`src/hdl/tkde_pkg.sv`:
```
// ----------------------------------------------------------------------------
// Touch key debounce package
// Types, codes and a helper function shared by the touch key event block.
// ----------------------------------------------------------------------------
package tkde_pkg;

   localparam int DeltaWidth  = 16;
   localparam int CountWidth  = 8;
   localparam int KeyCount    = 4;
   localparam int EventWidth  = 3;
   localparam int IndexWidth  = 2;

   localparam logic [DeltaWidth-1:0] DeltaThresholdReset = 16'd60;
   localparam logic [CountWidth-1:0] DebounceCountReset  = 8'd2;
   localparam logic [CountWidth-1:0] HoldCountReset      = 8'd4;
   localparam logic [DeltaWidth-1:0] WetThresholdReset   = 16'd1300;
   localparam logic [CountWidth-1:0] HoldCounterMax      = 8'd255;

   localparam logic [KeyCount-1:0] KeyUp   = 4'b0001;
   localparam logic [KeyCount-1:0] KeyDown = 4'b0010;
   localparam logic [KeyCount-1:0] KeyOk   = 4'b0100;
   localparam logic [KeyCount-1:0] KeyBack = 4'b1000;
   localparam logic [KeyCount-1:0] KeyNone = 4'b0000;

   typedef enum logic [EventWidth-1:0] {
      EV_NONE     = 3'd0,
      EV_TAP_UP   = 3'd1,
      EV_TAP_DOWN = 3'd2,
      EV_TAP_OK   = 3'd3,
      EV_TAP_BACK = 3'd4,
      EV_COMBO    = 3'd5,
      EV_HOLD     = 3'd6
   } event_type;

   typedef enum logic [IndexWidth-1:0] {
      CSR_DELTA_THRESHOLD = 2'd0,
      CSR_DEBOUNCE_COUNT  = 2'd1,
      CSR_HOLD_COUNT      = 2'd2,
      CSR_WET_THRESHOLD   = 2'd3
   } csr_index_type;

   typedef struct packed {
      logic [DeltaWidth-1:0] delta_threshold;
      logic [CountWidth-1:0] debounce_count;
      logic [CountWidth-1:0] hold_count;
      logic [DeltaWidth-1:0] wet_threshold;
   } cfg_type;

   typedef struct packed {
      logic                wet;
      logic [KeyCount-1:0] raw_keys;
   } sense_type;

   function automatic event_type release_code(input logic [KeyCount-1:0] keys);
      event_type code;
      case (keys)
         KeyUp:          code = EV_TAP_UP;
         KeyDown:        code = EV_TAP_DOWN;
         KeyOk:          code = EV_TAP_OK;
         KeyBack:        code = EV_TAP_BACK;
         KeyUp | KeyOk:  code = EV_COMBO;
         default:        code = EV_NONE;
      endcase
      return code;
   endfunction

endpackage

```
`src/hdl/tkde_csr.sv`:
```
// ----------------------------------------------------------------------------
// Touch key configuration registers
// Holds the thresholds and counts written through the configuration port.
// ----------------------------------------------------------------------------
module tkde_csr
   import tkde_pkg::*;
(
   input  logic                  clock,
   input  logic                  reset,
   input  logic                  csr_valid,
   output logic                  csr_ready,
   input  logic [IndexWidth-1:0] csr_index,
   input  logic [DeltaWidth-1:0] csr_data,
   output cfg_type               cfg
);

   cfg_type cfg_ff;
   cfg_type cfg_in;

   assign csr_ready = 1'b1;
   assign cfg       = cfg_ff;

   always_comb begin
      cfg_in = cfg_ff;
      if (csr_valid) begin
         case (csr_index_type'(csr_index))
            CSR_DELTA_THRESHOLD: cfg_in.delta_threshold = csr_data;
            CSR_DEBOUNCE_COUNT:  cfg_in.debounce_count  = csr_data[CountWidth-1:0];
            CSR_HOLD_COUNT:      cfg_in.hold_count      = csr_data[CountWidth-1:0];
            CSR_WET_THRESHOLD:   cfg_in.wet_threshold   = csr_data;
            default:             cfg_in = cfg_ff;
         endcase
      end
   end

   always_ff @(posedge clock) begin
      if (reset) begin
         cfg_ff.delta_threshold <= DeltaThresholdReset;
         cfg_ff.debounce_count  <= DebounceCountReset;
         cfg_ff.hold_count      <= HoldCountReset;
         cfg_ff.wet_threshold   <= WetThresholdReset;
      end else begin
         cfg_ff <= cfg_in;
      end
   end

endmodule

```
`src/hdl/tkde_sense.sv`:
```
// ----------------------------------------------------------------------------
// Touch key sense stage
// Registers each request as a raw key mask and a wet flag.
// ----------------------------------------------------------------------------
module tkde_sense
   import tkde_pkg::*;
(
   input  logic                  clock,
   input  logic                  reset,
   input  cfg_type               cfg,
   input  logic                  req_valid,
   output logic                  req_ready,
   input  logic [DeltaWidth-1:0] req_delta_up,
   input  logic [DeltaWidth-1:0] req_delta_down,
   input  logic [DeltaWidth-1:0] req_delta_ok,
   input  logic [DeltaWidth-1:0] req_delta_back,
   input  logic [DeltaWidth-1:0] req_shield_level,
   output logic                  sense_valid,
   input  logic                  sense_ready,
   output sense_type             sense
);

   logic      valid_ff;
   logic      valid_in;
   sense_type sense_ff;
   sense_type sense_in;
   logic      take;

   assign req_ready   = !valid_ff || sense_ready;
   assign take        = req_valid && req_ready;
   assign sense_valid = valid_ff;
   assign sense       = sense_ff;

   always_comb begin
      valid_in = valid_ff;
      if (take) begin
         valid_in = 1'b1;
      end else if (sense_ready) begin
         valid_in = 1'b0;
      end
      sense_in.wet      = req_shield_level >= cfg.wet_threshold;
      sense_in.raw_keys = {req_delta_back >= cfg.delta_threshold,
                           req_delta_ok   >= cfg.delta_threshold,
                           req_delta_down >= cfg.delta_threshold,
                           req_delta_up   >= cfg.delta_threshold};
   end

   always_ff @(posedge clock) begin
      if (reset) begin
         valid_ff <= 1'b0;
      end else begin
         valid_ff <= valid_in;
      end
   end

   always_ff @(posedge clock) begin
      if (take) begin
         sense_ff <= sense_in;
      end
   end

endmodule

```
`src/hdl/tkde_track.sv`:
```
// ----------------------------------------------------------------------------
// Touch key tracker
// Debounces the raw mask, raises tap and hold events and registers results.
// ----------------------------------------------------------------------------
module tkde_track
   import tkde_pkg::*;
(
   input  logic                  clock,
   input  logic                  reset,
   input  cfg_type               cfg,
   input  logic                  sense_valid,
   output logic                  sense_ready,
   input  sense_type             sense,
   output logic                  rsp_valid,
   input  logic                  rsp_ready,
   output logic [EventWidth-1:0] rsp_event_code,
   output logic                  rsp_moisture_fault,
   output logic [KeyCount-1:0]   rsp_active_keys,
   output logic                  rsp_adapt_enable
);

   logic [KeyCount-1:0]   stable_ff, stable_in;
   logic [KeyCount-1:0]   cand_ff, cand_in;
   logic [CountWidth-1:0] deb_cnt_ff, deb_cnt_in;
   logic [CountWidth-1:0] hold_cnt_ff, hold_cnt_in;
   logic                  hold_sent_ff, hold_sent_in;
   logic                  rsp_valid_ff, rsp_valid_in;
   event_type             event_ff, event_in;
   logic                  fault_ff;
   logic                  adapt_ff, adapt_in;
   logic                  step;

   assign sense_ready        = !rsp_valid_ff || rsp_ready;
   assign step               = sense_valid && sense_ready;
   assign rsp_valid          = rsp_valid_ff;
   assign rsp_event_code     = event_ff;
   assign rsp_moisture_fault = fault_ff;
   assign rsp_active_keys    = stable_ff;
   assign rsp_adapt_enable   = adapt_ff;

   always_comb begin
      stable_in    = stable_ff;
      cand_in      = cand_ff;
      deb_cnt_in   = deb_cnt_ff;
      hold_cnt_in  = hold_cnt_ff;
      hold_sent_in = hold_sent_ff;
      event_in     = EV_NONE;
      adapt_in     = !sense.wet && (stable_ff == KeyNone);

      if (sense.wet) begin
         stable_in    = KeyNone;
         cand_in      = KeyNone;
         deb_cnt_in   = '0;
         hold_cnt_in  = '0;
         hold_sent_in = 1'b0;
      end else begin
         if (sense.raw_keys == cand_ff) begin
            if (deb_cnt_ff < cfg.debounce_count) begin
               deb_cnt_in = deb_cnt_ff + 1'b1;
            end
         end else begin
            cand_in    = sense.raw_keys;
            deb_cnt_in = CountWidth'(1);
         end

         if (deb_cnt_in >= cfg.debounce_count && stable_ff != cand_in) begin
            if (stable_ff != KeyNone && cand_in == KeyNone && !hold_sent_ff) begin
               event_in = release_code(stable_ff);
            end
            stable_in    = cand_in;
            hold_cnt_in  = '0;
            hold_sent_in = 1'b0;
         end

         if (stable_in != KeyNone) begin
            if (hold_cnt_in < HoldCounterMax) begin
               hold_cnt_in = hold_cnt_in + 1'b1;
            end
            if (!hold_sent_in && stable_in == KeyBack && hold_cnt_in >= cfg.hold_count) begin
               event_in     = EV_HOLD;
               hold_sent_in = 1'b1;
            end
         end
      end

      rsp_valid_in = rsp_valid_ff;
      if (step) begin
         rsp_valid_in = 1'b1;
      end else if (rsp_ready) begin
         rsp_valid_in = 1'b0;
      end
   end

   always_ff @(posedge clock) begin
      if (reset) begin
         stable_ff    <= KeyNone;
         cand_ff      <= KeyNone;
         deb_cnt_ff   <= '0;
         hold_cnt_ff  <= '0;
         hold_sent_ff <= 1'b0;
         rsp_valid_ff <= 1'b0;
      end else begin
         rsp_valid_ff <= rsp_valid_in;
         if (step) begin
            stable_ff    <= stable_in;
            cand_ff      <= cand_in;
            deb_cnt_ff   <= deb_cnt_in;
            hold_cnt_ff  <= hold_cnt_in;
            hold_sent_ff <= hold_sent_in;
         end
      end
   end

   always_ff @(posedge clock) begin
      if (step) begin
         event_ff <= event_in;
         fault_ff <= sense.wet;
         adapt_ff <= adapt_in;
      end
   end

endmodule

```
`src/hdl/touch_key_debounce_event.sv`:
```
// ----------------------------------------------------------------------------
// Touch key debounce and event block
// Sense, then result register; one request per cycle unless results stall.
// The sense register and the result register bound each cycle of work.
// Synchronous reset restores the register defaults and clears all key state.
// ----------------------------------------------------------------------------
module touch_key_debounce_event
   import tkde_pkg::*;
(
   input  logic                  clock,
   input  logic                  reset,
   input  logic                  csr_valid,
   output logic                  csr_ready,
   input  logic [IndexWidth-1:0] csr_index,
   input  logic [DeltaWidth-1:0] csr_data,
   input  logic                  req_valid,
   output logic                  req_ready,
   input  logic [DeltaWidth-1:0] req_delta_up,
   input  logic [DeltaWidth-1:0] req_delta_down,
   input  logic [DeltaWidth-1:0] req_delta_ok,
   input  logic [DeltaWidth-1:0] req_delta_back,
   input  logic [DeltaWidth-1:0] req_shield_level,
   output logic                  rsp_valid,
   input  logic                  rsp_ready,
   output logic [EventWidth-1:0] rsp_event_code,
   output logic                  rsp_moisture_fault,
   output logic [KeyCount-1:0]   rsp_active_keys,
   output logic                  rsp_adapt_enable
);

   cfg_type   cfg;
   sense_type sense;
   logic      sense_valid;
   logic      sense_ready;

   tkde_csr u_csr (
      .clock     (clock),
      .reset     (reset),
      .csr_valid (csr_valid),
      .csr_ready (csr_ready),
      .csr_index (csr_index),
      .csr_data  (csr_data),
      .cfg       (cfg)
   );

   tkde_sense u_sense (
      .clock            (clock),
      .reset            (reset),
      .cfg              (cfg),
      .req_valid        (req_valid),
      .req_ready        (req_ready),
      .req_delta_up     (req_delta_up),
      .req_delta_down   (req_delta_down),
      .req_delta_ok     (req_delta_ok),
      .req_delta_back   (req_delta_back),
      .req_shield_level (req_shield_level),
      .sense_valid      (sense_valid),
      .sense_ready      (sense_ready),
      .sense            (sense)
   );

   tkde_track u_track (
      .clock              (clock),
      .reset              (reset),
      .cfg                (cfg),
      .sense_valid        (sense_valid),
      .sense_ready        (sense_ready),
      .sense              (sense),
      .rsp_valid          (rsp_valid),
      .rsp_ready          (rsp_ready),
      .rsp_event_code     (rsp_event_code),
      .rsp_moisture_fault (rsp_moisture_fault),
      .rsp_active_keys    (rsp_active_keys),
      .rsp_adapt_enable   (rsp_adapt_enable)
   );

endmodule

```
`config.mk`:
```
export PLATFORM = sky130hd
export DESIGN_NAME = touch_key_debounce_event
export DESIGN_NICKNAME = d
export VERILOG_FILES = /design/src/hdl/tkde_pkg.sv /design/src/hdl/tkde_csr.sv /design/src/hdl/tkde_sense.sv /design/src/hdl/tkde_track.sv /design/src/hdl/touch_key_debounce_event.sv
export SDC_FILE = /design/constraint.sdc
export NUM_CORES = 1
export LEC_CHECK = 0
export ABC_CLOCK_PERIOD_IN_PS = 7100
export BUFFER_PORTS_ARGS = -buffer_cell sky130_fd_sc_hd__buf_2
export CORE_ASPECT_RATIO = 1.25
export CORE_UTILIZATION = 55
export CTS_CLUSTER_SIZE = 16
export DETAILED_ROUTE_END_ITERATION = 8
export PLACE_DENSITY_LB_ADDON = 0.12
export SYNTH_ARGS = -nofsm -noshare
export SYNTH_HDL_FRONTEND = slang
export SYNTH_HIERARCHICAL = 1
export SYNTH_SLANG_ARGS = --single-unit
export TNS_END_PERCENT = 1
```
`constraint.sdc`:
```
create_clock -name clock -period 7.1 [get_ports clock]
set_input_delay 1.42 -clock clock [delete_from_list [all_inputs] [get_ports clock]]
set_output_delay 1.42 -clock clock [all_outputs]
set_load 0.01 [all_outputs]
```
==> metrics.txt, run 1 <==
# TYPE chip_impl_metric gauge
chip_impl_info{name="run_status",value="finished clean"} 1
chip_impl_metric{name="transition_at_the_pin_with_the_smallest_max_transition_slack",unit="ns"} 0.991
chip_impl_info{name="class_of_the_tightest_hold_or_removal_check",value="reg2reg"} 1
chip_impl_info{name="yosysTopAreaCell",value="sky130_fd_sc_hd__dfxtp_1"} 1
chip_impl_metric{name="number_of_max_capacitance_violations_reported",unit=""} 0
chip_impl_metric{name="finalSetupTns",unit="ns"} 0
chip_impl_metric{name="maximum_number_of_pins_on_one_net_before_global_route_repair",unit=""} 88
chip_impl_metric{name="initial_antenna_violation_count",unit=""} 0
chip_impl_metric{name="area_share_of_the_leading_cell_type_in_the_synthesized_netlist",unit="%"} 22.4
chip_impl_metric{name="cts-buffers-inserted",unit=""} 9
chip_impl_metric{name="switching_share",unit="%"} 27.0
chip_impl_metric{name="synthesized_flop_and_latch_total",unit=""} 85
chip_impl_metric{name="detailedPlacementHpwl",unit="um"} 13500
chip_impl_metric{name="max-vdd-ir-drop",unit="mV"} 0.168
chip_impl_metric{name="required",unit="ns"} 7.18
chip_impl_info{name="worstSetupPathType",value="reg2reg"} 1
chip_impl_metric{name="io_pins",unit=""} 115
chip_impl_info{name="synth.top_cells.by_count",value="105 x sky130_fd_sc_hd__ha_1, 75 x sky130_fd_sc_hd__dfxtp_1, 62 x sky130_fd_sc_hd__inv_1, 62 x sky130_fd_sc_hd__nand2b_1, 54 x sky130_fd_sc_hd__nor2_1"} 1
chip_impl_metric{name="path_buf_inv",unit=""} 1
chip_impl_metric{name="crit_fanout",unit=""} 11
chip_impl_metric{name="drt-wirelength-per-cell",unit="um"} 16.4
chip_impl_metric{name="finalCritPeriodShare",unit="%"} 88.6
chip_impl_metric{name="yosysSeqAreaShare",unit="%"} 26.9
chip_impl_metric{name="cts.hold.buffers_added",unit=""} 0
chip_impl_metric{name="power.share.combinational",unit="%"} 16.7
chip_impl_metric{name="synth.cell_area",unit="um2"} 6700
chip_impl_metric{name="postSynthCellCount",unit=""} 758
chip_impl_metric{name="numClockSinks",unit=""} 85
chip_impl_info{name="synthFlopType",value="sky130_fd_sc_hd__dfxtp_1"} 1
chip_impl_metric{name="layout-area-overhead-vs-synth",unit="%"} 14.1
chip_impl_metric{name="report.final.hold_viol_count",unit=""} 0
chip_impl_metric{name="cts.reportedPaths.clkPinSlew",unit="ns"} 0.07
chip_impl_metric{name="detail_route.wirelength",unit="um"} 16700
chip_impl_info{name="crit_path_start_kind",value="register"} 1
chip_impl_metric{name="ys_types",unit=""} 63
chip_impl_metric{name="antenna_cells",unit=""} 0
chip_impl_info{name="rsz0062_at_grt",value="no"} 1
chip_impl_metric{name="utilization",unit="%"} 65.2
chip_impl_info{name="tritoncts",value="done"} 1
chip_impl_metric{name="chipHeight",unit="um"} 125
chip_impl_metric{name="post_synth.cell_area_avg",unit="um2"} 8.84
chip_impl_metric{name="timing.final.setup_violations",unit=""} 0
chip_impl_metric{name="viasPerCell",unit=""} 5.85
chip_impl_info{name="critical_path.endpoint_type",value="register"} 1
chip_impl_metric{name="fraction_of_final_layout_cells_sized_beyond_drive_strength_1",unit="%"} 17.6
chip_impl_metric{name="antenna_left",unit=""} 0
chip_impl_metric{name="setup_ws_final",unit="ns"} 0.809
chip_impl_metric{name="die-area",unit="um2"} 12600
chip_impl_metric{name="htree_num_levels",unit=""} 3
chip_impl_metric{name="num_vias",unit=""} 5970
chip_impl_metric{name="pwr-share-seq",unit="%"} 41.8
chip_impl_metric{name="period_needed",unit="ns"} 6.29
chip_impl_metric{name="final_max_slew_viol_count",unit=""} 0
chip_impl_metric{name="layout.filler_cells",unit=""} 1007
chip_impl_metric{name="dieWidth",unit="um"} 101
chip_impl_metric{name="drc_errors",unit=""} 0
chip_impl_info{name="crit_family",value="compound AO/OA/AOI/OAI gates"} 1
chip_impl_metric{name="core_region_area",unit="um2"} 11700
chip_impl_metric{name="synth_edf_count",unit=""} 10
chip_impl_metric{name="power-per-cell-area",unit="nW/um2"} 161
chip_impl_info{name="cts_root_buf",value="sky130_fd_sc_hd__clkbuf_16"} 1
chip_impl_metric{name="grt-ovfl-total",unit=""} 0
chip_impl_metric{name="post-cts-setup-buffers",unit=""} 0
chip_impl_metric{name="initial_utilization",unit="%"} 57.1
chip_impl_info{name="cpMostUsedCell",value="sky130_fd_sc_hd__ha_1"} 1
chip_impl_metric{name="slew_headroom",unit="%"} 33.7
chip_impl_metric{name="internal-power",unit="uW"} 898
chip_impl_metric{name="fin_worst_skew",unit="ns"} 0.00973
chip_impl_metric{name="asyncSetResetFlopFracSynth",unit="%"} 0
chip_impl_metric{name="rows",unit=""} 44
chip_impl_metric{name="numPortBuffers",unit=""} 113
chip_impl_metric{name="layout_net_count",unit=""} 1063
chip_impl_metric{name="vias_in_the_first_global_route",unit=""} 6193
chip_impl_info{name="yosysMostFrequentCell",value="sky130_fd_sc_hd__ha_1"} 1
chip_impl_metric{name="standby_leakage_power",unit="uW"} 0.00343
chip_impl_metric{name="clock_insertion_delay_worst_skew",unit="ns"} 0.34
chip_impl_metric{name="critical-path-max-stage-delay",unit="ns"} 0.48
chip_impl_info{name="netlist_top_cells_area",value="sky130_fd_sc_hd__dfxtp_1 22%, sky130_fd_sc_hd__ha_1 20%, sky130_fd_sc_hd__mux2i_1 7.8%"} 1
chip_impl_metric{name="finalNonFillerCells",unit=""} 1021
chip_impl_metric{name="grt_pass1_wl",unit="um"} 27900
chip_impl_metric{name="cts-resized-gates",unit=""} 0
chip_impl_metric{name="worstPathArrival",unit="ns"} 6.37
chip_impl_metric{name="yosysWarningCount",unit=""} 6
chip_impl_info{name="cpMaxStageDelayCell",value="sky130_fd_sc_hd__dfxtp_1"} 1
chip_impl_metric{name="place_congestion",unit=""} 0.922
chip_impl_metric{name="fmaxAchievable",unit="GHz"} 0.159
chip_impl_metric{name="cell_count_post_placement",unit=""} 1005
chip_impl_metric{name="groute.usage.overall",unit="%"} 27.7
chip_impl_metric{name="syn_nets",unit=""} 966
chip_impl_metric{name="cts_buffer_depth",unit=""} 2
chip_impl_metric{name="share_clk_of_total_power",unit="%"} 41.5
chip_impl_metric{name="drt_pre_antenna_iters",unit=""} 5
chip_impl_metric{name="drt_iter0_drc",unit=""} 259
chip_impl_metric{name="p_switching",unit="uW"} 333
chip_impl_metric{name="worst_setup_timing_slack_at_the_placement_stage",unit="ns"} 0.876
==> power groups by stage <==
| stage | logic [uW] | registers (uW) | clock network (uW) |
|---|---|---|---|
| after floorplan | 138 | 522 | 0 |
| after global placement | 193 | 524 | 0 |
| after detailed placement | 204 | 525 | 0 |
| after CTS | 205 | 515 | 520 |
| after global routing | 230 | 517 | 544 |
| final | 205 | 514 | 511 |
==> per-stage QoR <==
| stage | hold WS [ns] | cell area, um2 | total power (uW) |
|---|---|---|---|
| detailed placement | 0.459 | 7320 | 729 |
| CTS | 0.468 | 7650 | 1240 |
| global placement | 0.449 | 7320 | 718 |
| global route | 0.498 | 7650 | 1290 |
| finish | 0.464 | 7650 | 1230 |
| floorplan | 0.437 | 6700 | 660 |
==> worst paths after layout <==
check | slack, ns | cells after the start | to | startpoint
worst max-delay path | 0.81 | 26 | u_track/rsp_event_code[1] | u_track/deb_cnt_ff[3]
worst min-delay path | 0.46 | 2 | u_track/rsp_valid | u_sense/sense_valid
worst max register to register | 0.81 | 26 | u_track/rsp_event_code[1] | u_track/deb_cnt_ff[3]
worst min register to register | 0.46 | 2 | u_track/rsp_valid | u_sense/sense_valid
==> registers in the layout, indices dropped and copies added, names as in the netlist <==
name                        count
u_track/hold_sent_ff            1
u_track/rsp_active_keys         4
u_track/cand_ff                 4
u_csr/cfg                      48
u_sense/sense_valid             1
u_track/rsp_moisture_fault      1
u_track/rsp_valid               1
u_track/deb_cnt_ff              8
u_track/rsp_event_code          3
u_track/hold_cnt_ff             8
u_track/rsp_adapt_enable        1
u_sense/sense                   5
==> routing by layer <==
layer  wire length (um)  GRT usage (%)
met1               6490           29.4
met2               8770           51.3
met3                865           5.14
met4                589           13.5
met5                  0              0
==> cell usage in the layout, fill, tap and decap left out, types with 6 or more instances in the layout <==
master	netlist	routed
sky130_fd_sc_hd__buf_2	9	113
sky130_fd_sc_hd__ha_1	105	105
sky130_fd_sc_hd__dfxtp_1	75	75
sky130_fd_sc_hd__nand2b_1	62	62
sky130_fd_sc_hd__inv_1	62	62
sky130_fd_sc_hd__nor2_1	54	54
sky130_fd_sc_hd__mux2i_1	52	52
sky130_fd_sc_hd__a21oi_1	48	48
sky130_fd_sc_hd__o21ai_0	28	28
sky130_fd_sc_hd__nand2_1	26	26
sky130_fd_sc_hd__nand4_1	20	20
sky130_fd_sc_hd__nand3_1	20	20
sky130_fd_sc_hd__a31oi_1	19	19
sky130_fd_sc_hd__xnor2_1	14	14
sky130_fd_sc_hd__nor3_1	12	12
sky130_fd_sc_hd__clkbuf_16	0	10
sky130_fd_sc_hd__edfxtp_1	10	10
sky130_fd_sc_hd__o21a_1	8	8
sky130_fd_sc_hd__a21o_1	8	8
sky130_fd_sc_hd__and3_1	7	7
sky130_fd_sc_hd__and2_1	6	6
sky130_fd_sc_hd__or4_1	6	6
sky130_fd_sc_hd__a22o_1	6	6
==> worst register-to-register path: stages, from the launching register on <==
cell and delay (ns):
sky130_fd_sc_hd__dfxtp_1 0.48, sky130_fd_sc_hd__ha_1 0.29, sky130_fd_sc_hd__o21a_1 0.16, sky130_fd_sc_hd__o21ai_0 0.19, sky130_fd_sc_hd__nor2b_1 0.29, sky130_fd_sc_hd__o311ai_0 0.32
sky130_fd_sc_hd__or3_1 0.40, sky130_fd_sc_hd__a21oi_1 0.15, sky130_fd_sc_hd__ha_1 0.28, sky130_fd_sc_hd__a21o_1 0.19, sky130_fd_sc_hd__a221oi_4 0.32, sky130_fd_sc_hd__o21ai_0 0.13
sky130_fd_sc_hd__buf_4 0.18, sky130_fd_sc_hd__nand2_1 0.27, sky130_fd_sc_hd__and2_1 0.19, sky130_fd_sc_hd__ha_1 0.27, sky130_fd_sc_hd__and3_1 0.30, sky130_fd_sc_hd__and2b_1 0.23
sky130_fd_sc_hd__nand2_1 0.08, sky130_fd_sc_hd__mux2_2 0.30, sky130_fd_sc_hd__ha_1 0.27, sky130_fd_sc_hd__nand2_1 0.06, sky130_fd_sc_hd__o21ai_0 0.06, sky130_fd_sc_hd__nand4_1 0.09
sky130_fd_sc_hd__a31oi_1 0.09, sky130_fd_sc_hd__o221ai_1 0.33, sky130_fd_sc_hd__a21oi_1 0.12
==> area by class of cell <==
class                      instances  area [um2]  share of cell area [%]
clock buffer                      10         250                    3.27
clock inverter                     6        75.1                   0.982
inverter                          63         236                    3.09
multi-input combinational        581        4500                    58.9
sequential                        85        1800                    23.6
tap                              161         201                    2.63
timing repair buffer             115         581                    7.59
==> cell families (layout without fill, tap and decap cells) <==
| family | Yosys count | in the layout | share of synthesized area [%] |
|---|---|---|---|
| compound gates | 158 | 158 | 16.6 |
| buf+inv | 92 | 194 | 5.94 |
| mux | 55 | 55 | 8.27 |
| flops | 85 | 85 | 26.9 |
| xor+xnor | 14 | 14 | 1.83 |
| fa+ha+maj | 105 | 105 | 19.6 |
| other cells | 1 | 1 | 0.0560 |
| simple gates | 248 | 248 | 20.8 |
Power figures use the tool's default switching activity.
==> inputs of run 2 (changes only) <==
BUFFER_PORTS_ARGS = -buffer_cell sky130_fd_sc_hd__clkbuf_2   (was -buffer_cell sky130_fd_sc_hd__buf_2)
==> run 2 against run 1 <==
  * Combinational power barely moved
  * Total power fell by 2.2%
  * Design area shrank 0.25%
  * Critical path depth rose by 1
  * Final cell count stayed put
  * Via count is 1.3% lower
  * Die area stayed put
  * Maximum frequency down 0.47%
  * Core utilization fell by 0.16 points
  * Largest power group unchanged
==> metrics.txt, run 2 (same netlist as run 1, synthesis figures left out) <==
# TYPE chip_impl_metric gauge
chip_impl_metric{name="numPortBuffers",unit=""} 113
chip_impl_metric{name="vias_in_the_first_global_route",unit=""} 6181
chip_impl_metric{name="cts-resized-gates",unit=""} 0
chip_impl_metric{name="report.final.hold_viol_count",unit=""} 0
chip_impl_metric{name="area.sequential",unit="um2"} 1800
chip_impl_metric{name="p_switching",unit="uW"} 321
chip_impl_metric{name="place_congestion",unit=""} 0.898
chip_impl_metric{name="multi_input_comb_area",unit="um2"} 4500
chip_impl_metric{name="chipHeight",unit="um"} 125
chip_impl_metric{name="groute.usage.overall",unit="%"} 27.5
chip_impl_metric{name="standby_leakage_power",unit="uW"} 0.00344
chip_impl_metric{name="core_region_area",unit="um2"} 11700
chip_impl_metric{name="transition_at_the_pin_with_the_smallest_max_transition_slack",unit="ns"} 1.03
chip_impl_metric{name="initial_antenna_violation_count",unit=""} 0
chip_impl_metric{name="internal-power",unit="uW"} 883
chip_impl_metric{name="critical-path-max-stage-delay",unit="ns"} 0.48
chip_impl_metric{name="numClockSinks",unit=""} 85
chip_impl_metric{name="regToRegSetupSlack",unit="ns"} 0.78
chip_impl_metric{name="worstRegToRegCells",unit=""} 27
chip_impl_metric{name="io_pins",unit=""} 115
chip_impl_info{name="cts_root_buf",value="sky130_fd_sc_hd__clkbuf_16"} 1
chip_impl_info{name="grt_busiest_layer",value="met2"} 1
chip_impl_metric{name="post-cts-setup-buffers",unit=""} 0
chip_impl_metric{name="antenna_left",unit=""} 0
chip_impl_metric{name="layout.filler_cells",unit=""} 1003
chip_impl_metric{name="fin_area",unit="um2"} 7630
chip_impl_metric{name="cts.hold.buffers_added",unit=""} 0
chip_impl_metric{name="period_needed",unit="ns"} 6.32
chip_impl_info{name="class_of_the_tightest_hold_or_removal_check",value="reg2reg"} 1
chip_impl_metric{name="htree_num_levels",unit=""} 3
chip_impl_metric{name="slew_headroom",unit="%"} 31.1
chip_impl_metric{name="worstPathArrival",unit="ns"} 6.51
chip_impl_metric{name="crit_fanout",unit=""} 11
chip_impl_metric{name="drc_errors",unit=""} 0
chip_impl_info{name="worstSetupPathType",value="reg2reg"} 1
chip_impl_metric{name="cts-buffers-inserted",unit=""} 9
chip_impl_metric{name="dieWidth",unit="um"} 101
chip_impl_info{name="rsz0062_at_grt",value="no"} 1
chip_impl_info{name="crit_path_start_kind",value="register"} 1
chip_impl_metric{name="detailedPlacementHpwl",unit="um"} 13200
chip_impl_metric{name="detail_route.wirelength",unit="um"} 16400
chip_impl_metric{name="pwr-share-seq",unit="%"} 42.7
chip_impl_metric{name="grt-ovfl-total",unit=""} 0
chip_impl_metric{name="finalSetupTns",unit="ns"} 0
chip_impl_metric{name="drt-wirelength-per-cell",unit="um"} 16.0
chip_impl_metric{name="cp_num_cells",unit=""} 27
chip_impl_metric{name="share_clk_of_total_power",unit="%"} 40.3
chip_impl_metric{name="grt_pass1_wl",unit="um"} 27600
chip_impl_metric{name="layout-area-overhead-vs-synth",unit="%"} 13.8
chip_impl_info{name="final_cell_mix",value="113 x sky130_fd_sc_hd__clkbuf_2, 105 x sky130_fd_sc_hd__ha_1, 75 x sky130_fd_sc_hd__dfxtp_1"} 1
chip_impl_metric{name="timing.hold.ws",unit="ns"} 0.467
chip_impl_metric{name="met2_usage",unit="%"} 51.0
chip_impl_metric{name="path_buf_inv",unit=""} 2
chip_impl_metric{name="cts.reportedPaths.clkPinSlew",unit="ns"} 0.06
chip_impl_metric{name="rows",unit=""} 44
chip_impl_metric{name="groute.layer.met1.usage",unit="%"} 29.1
chip_impl_metric{name="maximum_number_of_pins_on_one_net_before_global_route_repair",unit=""} 88
chip_impl_info{name="tritoncts",value="done"} 1
chip_impl_metric{name="timing.final.setup_violations",unit=""} 0
chip_impl_metric{name="num_vias",unit=""} 5893
chip_impl_metric{name="viasPerCell",unit=""} 5.77
chip_impl_info{name="worst_setup_path_startpoint",value="u_track/deb_cnt_ff[3]"} 1
chip_impl_metric{name="cts_buffer_depth",unit=""} 2
chip_impl_metric{name="drt_pre_antenna_iters",unit=""} 4
chip_impl_metric{name="number_of_max_capacitance_violations_reported",unit=""} 0
chip_impl_metric{name="largest_reg_flops",unit=""} 48
chip_impl_info{name="crit_family",value="compound AO/OA/AOI/OAI gates"} 1
chip_impl_metric{name="fin_worst_skew",unit="ns"} 0.0112
chip_impl_metric{name="layout_net_count",unit=""} 1063
chip_impl_metric{name="die-area",unit="um2"} 12600
chip_impl_info{name="critical_path.endpoint_type",value="register"} 1
chip_impl_metric{name="power.share.combinational",unit="%"} 17.0
chip_impl_metric{name="switching_share",unit="%"} 26.7
chip_impl_metric{name="max-vdd-ir-drop",unit="mV"} 0.140
chip_impl_metric{name="clock_insertion_delay_worst_skew",unit="ns"} 0.34
chip_impl_metric{name="initial_utilization",unit="%"} 57.1
chip_impl_info{name="r2r_start",value="u_track/deb_cnt_ff[3]"} 1
chip_impl_info{name="rr_endpoint",value="u_track/rsp_event_code[1]"} 1
chip_impl_metric{name="dpl-instance-area",unit="um2"} 7320
chip_impl_info{name="cpMaxStageDelayCell",value="sky130_fd_sc_hd__dfxtp_1"} 1
chip_impl_info{name="crit_path_capture",value="u_track/rsp_event_code[1]"} 1
chip_impl_metric{name="power-per-cell-area",unit="nW/um2"} 158
chip_impl_metric{name="met3_usage",unit="%"} 6.26
chip_impl_metric{name="final_max_slew_viol_count",unit=""} 0
chip_impl_info{name="commonest_non_fill_non_tap_cell_in_the_layout",value="sky130_fd_sc_hd__clkbuf_2"} 1
chip_impl_metric{name="finalCritPeriodShare",unit="%"} 89.0
chip_impl_metric{name="antenna_cells",unit=""} 0
chip_impl_metric{name="required",unit="ns"} 7.29
chip_impl_metric{name="fraction_of_final_layout_cells_sized_beyond_drive_strength_1",unit="%"} 17.6
chip_impl_info{name="run_status",value="finished clean"} 1
chip_impl_metric{name="drt_iter0_drc",unit=""} 208
chip_impl_metric{name="fmaxAchievable",unit="GHz"} 0.158
==> run 2: layout make-up <==
type                            instances  share of cell area, %
Clock buffer                           10                   3.13
Clock inverter                          6                  0.886
Inverter                               63                   3.10
Multi-Input combinational cell        581                   59.0
Sequential cell                        85                   23.6
Tap cell                              161                   2.64
Timing Repair Buffer                  115                   7.61
==> run 2: worst min path at each step <==
stage / startpoint / end / cells after the start
3_3_place_gp: u_sense/sense_valid / u_track/rsp_valid / 2
3_5_place_dp: u_sense/sense_valid / u_track/rsp_valid / 2
5_1_grt: u_csr/cfg[31] / u_csr/cfg[31] / 2
6_report: u_sense/sense_valid / u_track/rsp_valid / 2
4_1_cts: u_sense/sense_valid / u_track/rsp_valid / 2
2_1_floorplan: u_sense/sense_valid / u_track/rsp_valid / 2
==> run 2: worst min-delay path: cells and delay by family (launching register included) <==
kind	cells	cell delay (ns)
flops	1	0.32
buf+inv	1	0.05
compound gates	1	0.05
==> run 2: per-stage QoR <==
step           total power (uW)  setup WS [ns]  util, %  std cells
2_1_floorplan               660           1.56        -        758
3_3_place_gp                718           1.02     62.4       1005
3_5_place_dp                729          0.823     62.4       1005
4_1_cts                    1220          0.797     65.0       1021
5_1_grt                    1260          0.184     65.0       1021
6_report                   1200          0.779     65.0       1021
==> run 2: power by group through the flow <==
stage          registers (uW)  clock network [uW]  logic, uW
5_1_grt                   517                 513        231
6_report                  514                 485        205
3_5_place_dp              525                   0        204
3_3_place_gp              525                   0        193
2_1_floorplan             522                   0        138
4_1_cts                   514                 498        205
==> run 2: metal layers <==
metal	share of wire, %	wire [um]
met2	52	8530
met1	40	6510
met3	4.7	767
met5	0	0
met4	3.5	569
==> inputs of run 3 (changes only) <==
CELL_PAD_IN_SITES_DETAIL_PLACEMENT = 0   (was unset)
CELL_PAD_IN_SITES_GLOBAL_PLACEMENT = 2   (was unset)
CORE_UTILIZATION = 35   (was 55)
==> run 3 against run 2 <==
  * Worst hold slack got worse by 0.0011 ns
  * Sequential share of layout area fell by 0.39 points
  * Core utilization fell by 24 points
  * Clock-buffer cell count fell by 1
  * Global-route usage fell by 8.2 points
  * Highest routed layer unchanged
  * Sequential power barely moved
  * Sequential cell count did not move
  * Clock power rose by 15%
  * Clock skew barely moved
  * Critical path depth fell by 2
  * Largest cell class unchanged
  * Register-to-register slack barely moved
==> metrics.txt, run 3 (same netlist as run 1, synthesis figures left out) <==
# TYPE chip_impl_metric gauge
chip_impl_info{name="worstSetupPathType",value="reg2reg"} 1
chip_impl_metric{name="antenna_cells",unit=""} 0
chip_impl_metric{name="rows",unit=""} 56
chip_impl_info{name="crit_family",value="compound AO/OA/AOI/OAI gates"} 1
chip_impl_info{name="rsz0062_at_grt",value="no"} 1
chip_impl_metric{name="timing.final.setup_violations",unit=""} 0
chip_impl_metric{name="utilization",unit="%"} 41.3
chip_impl_metric{name="path_buf_inv",unit=""} 0
chip_impl_metric{name="number_of_max_capacitance_violations_reported",unit=""} 0
chip_impl_info{name="rr_endpoint",value="u_track/rsp_event_code[1]"} 1
chip_impl_info{name="class_of_the_tightest_hold_or_removal_check",value="reg2reg"} 1
chip_impl_metric{name="detailedPlacementHpwl",unit="um"} 15000
chip_impl_info{name="commonest_non_fill_non_tap_cell_in_the_layout",value="sky130_fd_sc_hd__clkbuf_2"} 1
chip_impl_metric{name="power-per-cell-area",unit="nW/um2"} 165
chip_impl_metric{name="drt_iter0_drc",unit=""} 233
chip_impl_metric{name="layout.filler_cells",unit=""} 1941
chip_impl_metric{name="cts.reportedPaths.clkPinSlew",unit="ns"} 0.07
chip_impl_metric{name="layout-area-overhead-vs-synth",unit="%"} 15.7
chip_impl_info{name="min_delay_worst_endpoint",value="u_track/rsp_valid"} 1
chip_impl_metric{name="worst_setup_timing_slack_at_the_placement_stage",unit="ns"} 0.337
chip_impl_info{name="cts_root_buf",value="sky130_fd_sc_hd__clkbuf_16"} 1
chip_impl_metric{name="finalSetupTns",unit="ns"} 0
chip_impl_metric{name="required",unit="ns"} 7.18
chip_impl_info{name="critical_path.endpoint_type",value="register"} 1
chip_impl_metric{name="largest_reg_flops",unit=""} 48
chip_impl_metric{name="dieWidth",unit="um"} 126
chip_impl_metric{name="fin_worst_skew",unit="ns"} 0.0107
chip_impl_metric{name="worstPathArrival",unit="ns"} 6.42
chip_impl_metric{name="slew_headroom",unit="%"} 31.8
chip_impl_metric{name="finalCritPeriodShare",unit="%"} 89.2
chip_impl_metric{name="report.final.hold_viol_count",unit=""} 0
chip_impl_metric{name="regToRegSetupSlack",unit="ns"} 0.77
chip_impl_info{name="cpMostUsedCell",value="sky130_fd_sc_hd__ha_1"} 1
chip_impl_info{name="beginning_of_the_worst_hold_path",value="u_sense/sense_valid"} 1
chip_impl_metric{name="core_region_area",unit="um2"} 18800
chip_impl_metric{name="hold_depth",unit=""} 2
chip_impl_metric{name="final_max_slew_viol_count",unit=""} 0
chip_impl_metric{name="antenna_left",unit=""} 0
chip_impl_metric{name="crit_fanout",unit=""} 11
chip_impl_info{name="final_cell_mix",value="113 x sky130_fd_sc_hd__clkbuf_2, 105 x sky130_fd_sc_hd__ha_1, 75 x sky130_fd_sc_hd__dfxtp_1"} 1
chip_impl_metric{name="initial_utilization",unit="%"} 35.7
chip_impl_metric{name="grt-ovfl-total",unit=""} 0
chip_impl_metric{name="htree_num_levels",unit=""} 3
chip_impl_metric{name="clock_insertion_delay_worst_skew",unit="ns"} 0.35
chip_impl_metric{name="groute.usage.overall",unit="%"} 19.4
chip_impl_metric{name="drt_pre_antenna_iters",unit=""} 5
chip_impl_metric{name="max-vdd-ir-drop",unit="mV"} 0.0944
chip_impl_info{name="r2r_start",value="u_track/deb_cnt_ff[4]"} 1
chip_impl_metric{name="num_vias",unit=""} 5863
chip_impl_metric{name="grt_pass1_wl",unit="um"} 29800
chip_impl_metric{name="die-area",unit="um2"} 19700
chip_impl_info{name="run_status",value="finished clean"} 1
chip_impl_metric{name="maximum_number_of_pins_on_one_net_before_global_route_repair",unit=""} 88
chip_impl_metric{name="setup_ws_final",unit="ns"} 0.766
chip_impl_metric{name="numClockSinks",unit=""} 85
chip_impl_metric{name="drc_errors",unit=""} 0
chip_impl_info{name="crit_path_start_kind",value="register"} 1
chip_impl_metric{name="io_pins",unit=""} 115
chip_impl_metric{name="fraction_of_final_layout_cells_sized_beyond_drive_strength_1",unit="%"} 17.5
chip_impl_metric{name="detail_route.wirelength",unit="um"} 18700
chip_impl_metric{name="vias_in_the_first_global_route",unit=""} 5870
chip_impl_metric{name="transition_at_the_pin_with_the_smallest_max_transition_slack",unit="ns"} 1.02
chip_impl_metric{name="initial_antenna_violation_count",unit=""} 0
chip_impl_metric{name="critical-path-max-stage-delay",unit="ns"} 0.45
chip_impl_metric{name="worstRegToRegCells",unit=""} 25
chip_impl_metric{name="cts-buffers-inserted",unit=""} 9
chip_impl_metric{name="chipHeight",unit="um"} 157
chip_impl_metric{name="layout_net_count",unit=""} 1062
chip_impl_info{name="cpMaxStageDelayCell",value="sky130_fd_sc_hd__o21ai_1"} 1
chip_impl_metric{name="drt-wirelength-per-cell",unit="um"} 17.1
chip_impl_metric{name="standby_leakage_power",unit="uW"} 0.00346
chip_impl_info{name="tritoncts",value="done"} 1
chip_impl_metric{name="cts_buffer_depth",unit=""} 2
chip_impl_metric{name="fmaxAchievable",unit="GHz"} 0.158
chip_impl_metric{name="numPortBuffers",unit=""} 113
chip_impl_metric{name="place_congestion",unit=""} 0.831
chip_impl_metric{name="viasPerCell",unit=""} 5.37
chip_impl_metric{name="period_needed",unit="ns"} 6.33
## run 3: report_power, final
group          switching (uW)  total [uW]  internal [uW]  leakage (uW)
Clock                     211         560            349      0.000173
Combinational             112         207           95.2       0.00258
Sequential               13.0         515            502      0.000703
Total                     336        1280            947       0.00346
## run 3: cell type report
class	instances	area, um2	area share (%)
flip-flops and latches	85	1800	23.2
repair buffers	114	573	7.39
clock inverters	7	128	1.65
well taps	232	290	3.74
inverters	63	236	3.05
clock buffers	9	225	2.90
multi-input cells	581	4500	58.0
## run 3: how the worst max path moves through the flow
stage,from,cells after the start,end,slack [ns]
after detailed placement,u_track/deb_cnt_ff[3],25,u_track/rsp_event_code[1],0.34
after CTS,u_track/deb_cnt_ff[3],25,u_track/rsp_event_code[1],0.30
after global routing,u_track/deb_cnt_ff[4],25,u_track/rsp_event_code[1],0.15
after global placement,u_track/deb_cnt_ff[3],25,u_track/rsp_event_code[1],0.59
final,u_track/deb_cnt_ff[4],25,u_track/rsp_event_code[1],0.77
after floorplan,u_track/deb_cnt_ff[4],27,u_track/rsp_event_code[1],1.56
## run 3: per-layer routing
layer	global-route usage [%]	vias up	routed length, um	part of all wire, %
li1	-	2946	-	-
met3	3.69	23	740	4.0
met4	6.25	0	349	1.9
met5	0	-	0	0
met2	35.7	133	9610	51
met1	22.4	2761	7980	43
## run 3: what timing repair did
item                       in CTS  in global routing
hold buffers                    0                  0
buffers inserted                0                  0
setup endpoints to repair       0                  3
gates resized for setup         0                  2
## run 3: metrics by stage
step,total power [uW],cells,hold slack [ns],instance area [um2]
after global routing,1340,1091,0.499,7750
final,1280,1091,0.466,7750
after floorplan,660,758,0.437,6700
after detailed placement,734,1075,0.458,7400
after global placement,728,1075,0.452,7400
after CTS,1300,1091,0.467,7750
## run 3: worst register-to-register path, delay by kind of cell (launching register included)
kind	cells	cell delay, ns
compound gates	10	2.16
fa+ha+maj	4	0.99
flops	1	0.44
mux	1	0.35
simple gates	10	2.13
